==> src/hw/rtl/trs_pkg.sv <==
// Shared widths, fixed-point constants and register codes for the point transform.
package trs_pkg;

  // Fixed-point formats of the operands.
  localparam int COORD_W = 32;  // Q16.16 coordinates
  localparam int SCALE_W = 16;  // Q8.8 scales
  localparam int ROT_W   = 16;  // Q2.14 quaternion components
  localparam int SBITS   = 8;   // fraction bits of a scale
  localparam int QBITS   = 14;  // fraction bits of a quaternion component

  // Intermediate widths along the datapath.
  localparam int PROD_W = COORD_W + SCALE_W;   // coordinate times scale
  localparam int P_W    = PROD_W - SBITS + 1;  // scaled coordinate after rounding
  localparam int C_W    = ROT_W + P_W + 1;     // first cross product
  localparam int T_W    = C_W - QBITS;         // rounded first cross product
  localparam int U_W    = ROT_W + T_W + 1;     // second cross product
  localparam int WT_W   = ROT_W + T_W;         // w times rounded cross product
  localparam int ACC_W  = 64;                  // rotation accumulator
  localparam int R_W    = ACC_W - QBITS;       // rotated coordinate after rounding
  localparam int RP_W   = R_W + 1;             // rotated plus translation

  // Configuration port.
  localparam int CFG_ADDR_W = 4;
  localparam int CFG_DATA_W = 3 * SCALE_W;

  typedef enum logic [CFG_ADDR_W-1:0] {
    REG_POS_X     = 4'd0,
    REG_POS_Y     = 4'd1,
    REG_POS_Z     = 4'd2,
    REG_ROT_X     = 4'd3,
    REG_ROT_Y     = 4'd4,
    REG_ROT_Z     = 4'd5,
    REG_ROT_W     = 4'd6,
    REG_SCALE_XYZ = 4'd7
  } cfg_reg_t;

  // Command codes.
  localparam logic CMD_POINT  = 1'b0;
  localparam logic CMD_VECTOR = 1'b1;

  // Reset values: identity rotation and unit scale.
  localparam logic signed [ROT_W-1:0]   ROT_ONE   = 16'sd16384;
  localparam logic signed [SCALE_W-1:0] SCALE_ONE = 16'sd256;

endpackage

==> src/hw/rtl/trs_scale.sv <==
// Per-axis scaling stage: coordinate times Q8.8 scale, rounded to Q25.16.
module trs_scale
  import trs_pkg::*;
(
  input  logic                      clk,
  input  logic                      rst_n,
  input  logic                      valid_i,
  input  logic                      cmd_i,
  input  logic signed [COORD_W-1:0] coord_i [3],
  input  logic signed [SCALE_W-1:0] scale_i [3],
  output logic                      valid_o,
  output logic                      cmd_o,
  output logic signed [P_W-1:0]     p_o [3]
);

  logic                      v1_r;
  logic                      cmd1_r;
  logic signed [PROD_W-1:0]  prod_r [3];
  logic signed [PROD_W-1:0]  prod_nxt [3];
  logic                      v2_r;
  logic                      cmd2_r;
  logic signed [P_W-1:0]     p_r [3];
  logic signed [P_W-1:0]     p_nxt [3];
  logic signed [PROD_W:0]    rsum [3];

  // First stage: one multiplier per axis.
  always_comb begin
    for (int i = 0; i < 3; i++) begin
      prod_nxt[i] = PROD_W'(coord_i[i]) * PROD_W'(scale_i[i]);
    end
  end

  // Second stage: add half an LSB and drop the scale fraction bits.
  always_comb begin
    for (int i = 0; i < 3; i++) begin
      rsum[i]  = (PROD_W + 1)'(prod_r[i]) + (PROD_W + 1)'(1 << (SBITS - 1));
      p_nxt[i] = rsum[i][SBITS +: P_W];
    end
  end

  // Valid bits.
  always_ff @(posedge clk) begin
    if (!rst_n) begin
      v1_r <= 1'b0;
      v2_r <= 1'b0;
    end else begin
      v1_r <= valid_i;
      v2_r <= v1_r;
    end
  end

  // Data registers.
  always_ff @(posedge clk) begin
    cmd1_r <= cmd_i;
    cmd2_r <= cmd1_r;
    for (int i = 0; i < 3; i++) begin
      prod_r[i] <= prod_nxt[i];
      p_r[i]    <= p_nxt[i];
    end
  end

  assign valid_o = v2_r;
  assign cmd_o   = cmd2_r;
  assign p_o     = p_r;

endmodule

==> config.mk <==
export PLATFORM = sky130hd
export DESIGN_NAME = trs_scale
export DESIGN_NICKNAME = d
export VERILOG_FILES = /design/src/hw/rtl/trs_pkg.sv /design/src/hw/rtl/trs_scale.sv
export SDC_FILE = /design/constraint.sdc
export NUM_CORES = 2
export LEC_CHECK = 0
export BUFFER_PORTS_ARGS = -buffer_cell sky130_fd_sc_hd__buf_2
export CAP_MARGIN = 20
export CORE_ASPECT_RATIO = 1.5
export CORE_MARGIN = 2
export CORE_UTILIZATION = 38
export DETAILED_ROUTE_END_ITERATION = 10
export PLACE_DENSITY = 0.63
export SYNTH_ARGS = -nofsm -noshare
export SYNTH_HDL_FRONTEND = slang
export SYNTH_SLANG_ARGS = --single-unit
==> constraint.sdc <==
create_clock -name clk -period 6.18 [get_ports clk]
set_input_delay 0.618 -clock clk [delete_from_list [all_inputs] [get_ports clk]]
set_output_delay 0.618 -clock clk [all_outputs]
set_load 0.05 [all_outputs]
# Word level (Yosys, flattened, before mapping)
# Memory sizes are Yosys's and may differ from the RTL's.
# Index checks and enable logic that the tools add are counted.
[classes]
add_sub_neg = 3
n_mul = 3
[ops]
columns = ["op", "count"]
rows = [
  ["$add 48x9->49 const B", 3],
  ["$mul 32x16->48", 3],
]
[word_totals]
input_bits = 148
mem_bits_rw = 144
reg_bits = 127
word_cells = 14
memories = 1
[memory_table]
columns = ["name", "words", "width", "read_ports", "rd_clocked_by_memory_dff", "write_ports", "line_no", "text"]
rows = [
  ["prod_r", 3, 48, 3, 0, 3, "trs_scale.sv:18", "logic signed [PROD_W-1:0] prod_r [3];"],
]

# Logic depth before layout (Yosys ltp)
[depth]
ltp_word = 1
depth_mapped = 25
depth_no_buf = 24

# Worst setup path after synthesis
# No wires, ideal clock.
[synth_timing]
kind = "input -> register"
startpoint = "input port coord_i[47] (netlist bit)"
endpoint = "memory prod_r[0][88] (netlist bit)"
cell_stages = 22
setup_time_ps = 123
arrival_ps = 6331
t_required_ps = 6057
path_slack_ps = -275
path_cell_list = "clkbuf_1 nand2_1 fa_1 fa_1 fa_1 inv_1 fa_1 fa_1 inv_1 fa_1 inv_1 ha_1 buf_6 a2111oi_4 o21ai_1 a221o_1 a2111oi_4 a21oi_2 a41o_1 a21oi_2 o21bai_1 xor2_1"
[synth_lines]
columns = ["element", "line_no", "text"]
rows = [
  ["from (decl)", "trs_scale.sv:9", "input logic signed [COORD_W-1:0] coord_i [3],"],
  ["to (decl)", "trs_scale.sv:18", ""],
]

==> results_dict.tcl <==
set metrics [dict create \
    outcome "complete, no violations" \
    postSynthAreaPerCell_um2 9.14 \
    grt_pass1_wl_mm 268 \
    drtPass1Iterations 5 \
    report.final.hold_viol_count 0 \
    floorplan.rows 177 \
    port-buffer-count 272 \
    setup-violations-final 0 \
    synth_common_cells "inv_1 (1,649), fa_1 (1,455), nand2_1 (944)" \
    synth_enable_flop_cells 0 \
    viasPerCell 4.80 \
    r2r_setup_slack_ps 2910 \
    placeable_area_mm2 0.155 \
    ys_seq_area_share_pct 8.42 \
    post-synth-top-area-fraction_pct 49.0 \
    grt_antenna_before_repair 21 \
    fin_crit_sh_pct 97.3 \
    synth_top_flop_cell "dfxtp_1" \
    fp.dieW_um 327 \
    postSynthCellCount 6501 \
    cp-end-kind "flop" \
    grt_max_degree 32 \
    timing.max_slew.rel_slack_pct 48.2 \
    clockBufferDepth 3 \
    detailedPlacementHpwl_mm 146 \
    grt_pass1_vias 51900 \
    reg2reg_depth 9 \
    data_required_critical_path_ps 6660 \
    holdCritPathClass "in -> reg" \
    worst_setup_path_start_kind "primary input" \
    synth-warning-count 0 \
    start_util_pct 38.3 \
    antenna_violating_nets_post_route 0 \
    crit_arrival_ps 6490 \
    finalWorstPathRequiredPeriod_ps 6010 \
    max_transition_viols_final 0 \
    routability_congestion_estimate_from_global_placement 0.929 \
    netlist_area_mm2 0.0594 \
    total_routed_length_mm 164 \
    timing.critical_path.fanout_max 10 \
    tritoncts "done" \
    drc 0 \
    route.detailed.wl_per_inst_um 17.4 \
    mappedNetlistNets 8440 \
    synth.lib_cells_used.distinct 72 \
    layout-area-overhead-vs-synth_pct 18.7 \
    tritoncts.num_buffers 34 \
    setup.worst_path.class "in -> reg" \
    globalRoute.totalOverflow 0 \
    tightestPinTransition_ps 771 \
    detailroute.via_count 45400 \
    cap_viol_max_count 0 \
    max_clock_freq_mhz 166 \
    synth_seq_cells 250 \
    post-route-util_pct 45.4 \
    ys_top_cells_by_area "fa_1 (49%), inv_1 (10%), dfxtp_1 (8.4%)" \
    nNetsFinal 9293 \
    critical_path_launch_point "coord_i[69]" \
    hold_fix_buffers_at_cts 0 \
    worst_slack_ps 167 \
    first_iter_violations 1658 \
    die-area_mm2 0.160 \
    dp_slack_ps -778 \
    worst_r2r_startpoint "prod_r[0][9]" \
    worst_clock_skew_ps 41.4 \
    cts_htree_levels 2 \
    die_h_um 488 \
    clock-root-buffer "clkbuf_16" \
    worst_r2r_endpoint "p_o[120]" \
    clock_sink_count 250 \
    synth-async-reset-ratio_pct 0 \
    endpoint_of_the_most_critical_setup_path "prod_r[0][39]" \
    path_clk_slew_ps 60 \
    post_route_cells_drive_above_1_share_pct 16.2 \
    grt_use_total_pct 21.4 \
    clk_latency_ps 580 \
    count_leader_synth "inv_1" \
    io_pins 273 \
    post-synth-top-area-cell "fa_1" \
]
-- critical path, stage by stage --
cell and delay, ps:
buf_2 270, buf_4 200, nand2_1 70, fa_1 500
inv_1 60, fa_1 560, fa_1 440, fa_1 410
fa_1 520, inv_1 50, fa_1 470, inv_1 40
ha_1 280, a21o_1 160, a21o_1 170, a21o_1 190
a221o_2 480, o21ai_4 260, a31oi_4 170, buf_6 160
o211ai_1 150, nand2b_1 90, xor2_1 140
-- flip-flops by register name (all words and copies together) (netlist names) --
name and count:
p_o 123, cmd_o 1, v1_r 1, valid_o 1, prod_r 123, cmd1_r 1
-- kinds of logic after synthesis --
family                     after synthesis  synth area share [%]
and+or+nand+nor                       1974                  15.9
buffers and inverters                 1903                  12.1
adders and majority gates             1791                  56.1
AOI/OAI and AO/OA                      320                  3.63
xor gates and xnor gates               262                  3.86
DFF                                    250                  8.42
muxes                                    1                0.0168
-- through the flow --
stage	TNS [ps]	hold WS [ps]	cell area (um^2)	std cells
after CTS	0	84.0	70100	9430
final	0	133	70500	9447
after floorplan	0	310	59500	6501
after global routing	-55.2	92.0	70500	9439
after global placement	-24060	315	68900	9370
after detailed placement	-28980	315	68900	9370
-- worst min-delay path by stage --
stage / start / to / depth (start not counted)
after global routing: cmd_i / cmd1_r / 1
after detailed placement: cmd1_r / cmd_o / 0
after floorplan: cmd1_r / cmd_o / 0
final: cmd_i / cmd1_r / 1
after CTS: cmd_i / cmd1_r / 1
after global placement: cmd1_r / cmd_o / 0
-- cells in the final DEF (no fill, tap or decap), types with 13 or more instances in the layout --
cell	n
nor3_1	18
and2_1	605
fa_1	1446
xor2_1	82
and3_1	48
o21a_1	15
xnor2_1	180
nor2_1	176
buf_4	759
nand2b_1	21
nor2b_1	17
inv_1	1649
a21o_1	65
clkbuf_4	19
nand2_1	944
o21ai_1	18
o21ai_0	36
buf_12	42
buf_2	245
nand3_1	69
clkbuf_16	35
dfxtp_1	250
o21bai_1	13
a21oi_1	91
ha_1	327
nand4_1	36
-- layer usage --
metal  global-route usage (%)  vias up  share of wire, %
li1                         -    20400                 -
met1                     22.0    23200                35
met2                     41.4     1127                55
met3                     2.92      517               4.1
met4                     11.4       24               6.1
met5                        0        -             0.098
-- area by class of cell --
class / count / area, um^2
fill: 14800 / 84700
sequential: 250 / 5000
multi-input combinational: 4348 / 47600
clock inverter: 18 / 287
clock buffer: 42 / 942
inverter: 1651 / 6200
timing repair buffer: 1069 / 7950
tap: 2058 / 2570
antenna: 11 / 27.5
-- repair_timing --
action,CTS,global route
endpoints found under the setup margin,5,52
setup buffers,0,7
pin swaps,1,35
gates resized for setup,5,94
Power is not shown: default switching activity piles up to over one toggle a cycle in this logic, so the estimate is an artifact.
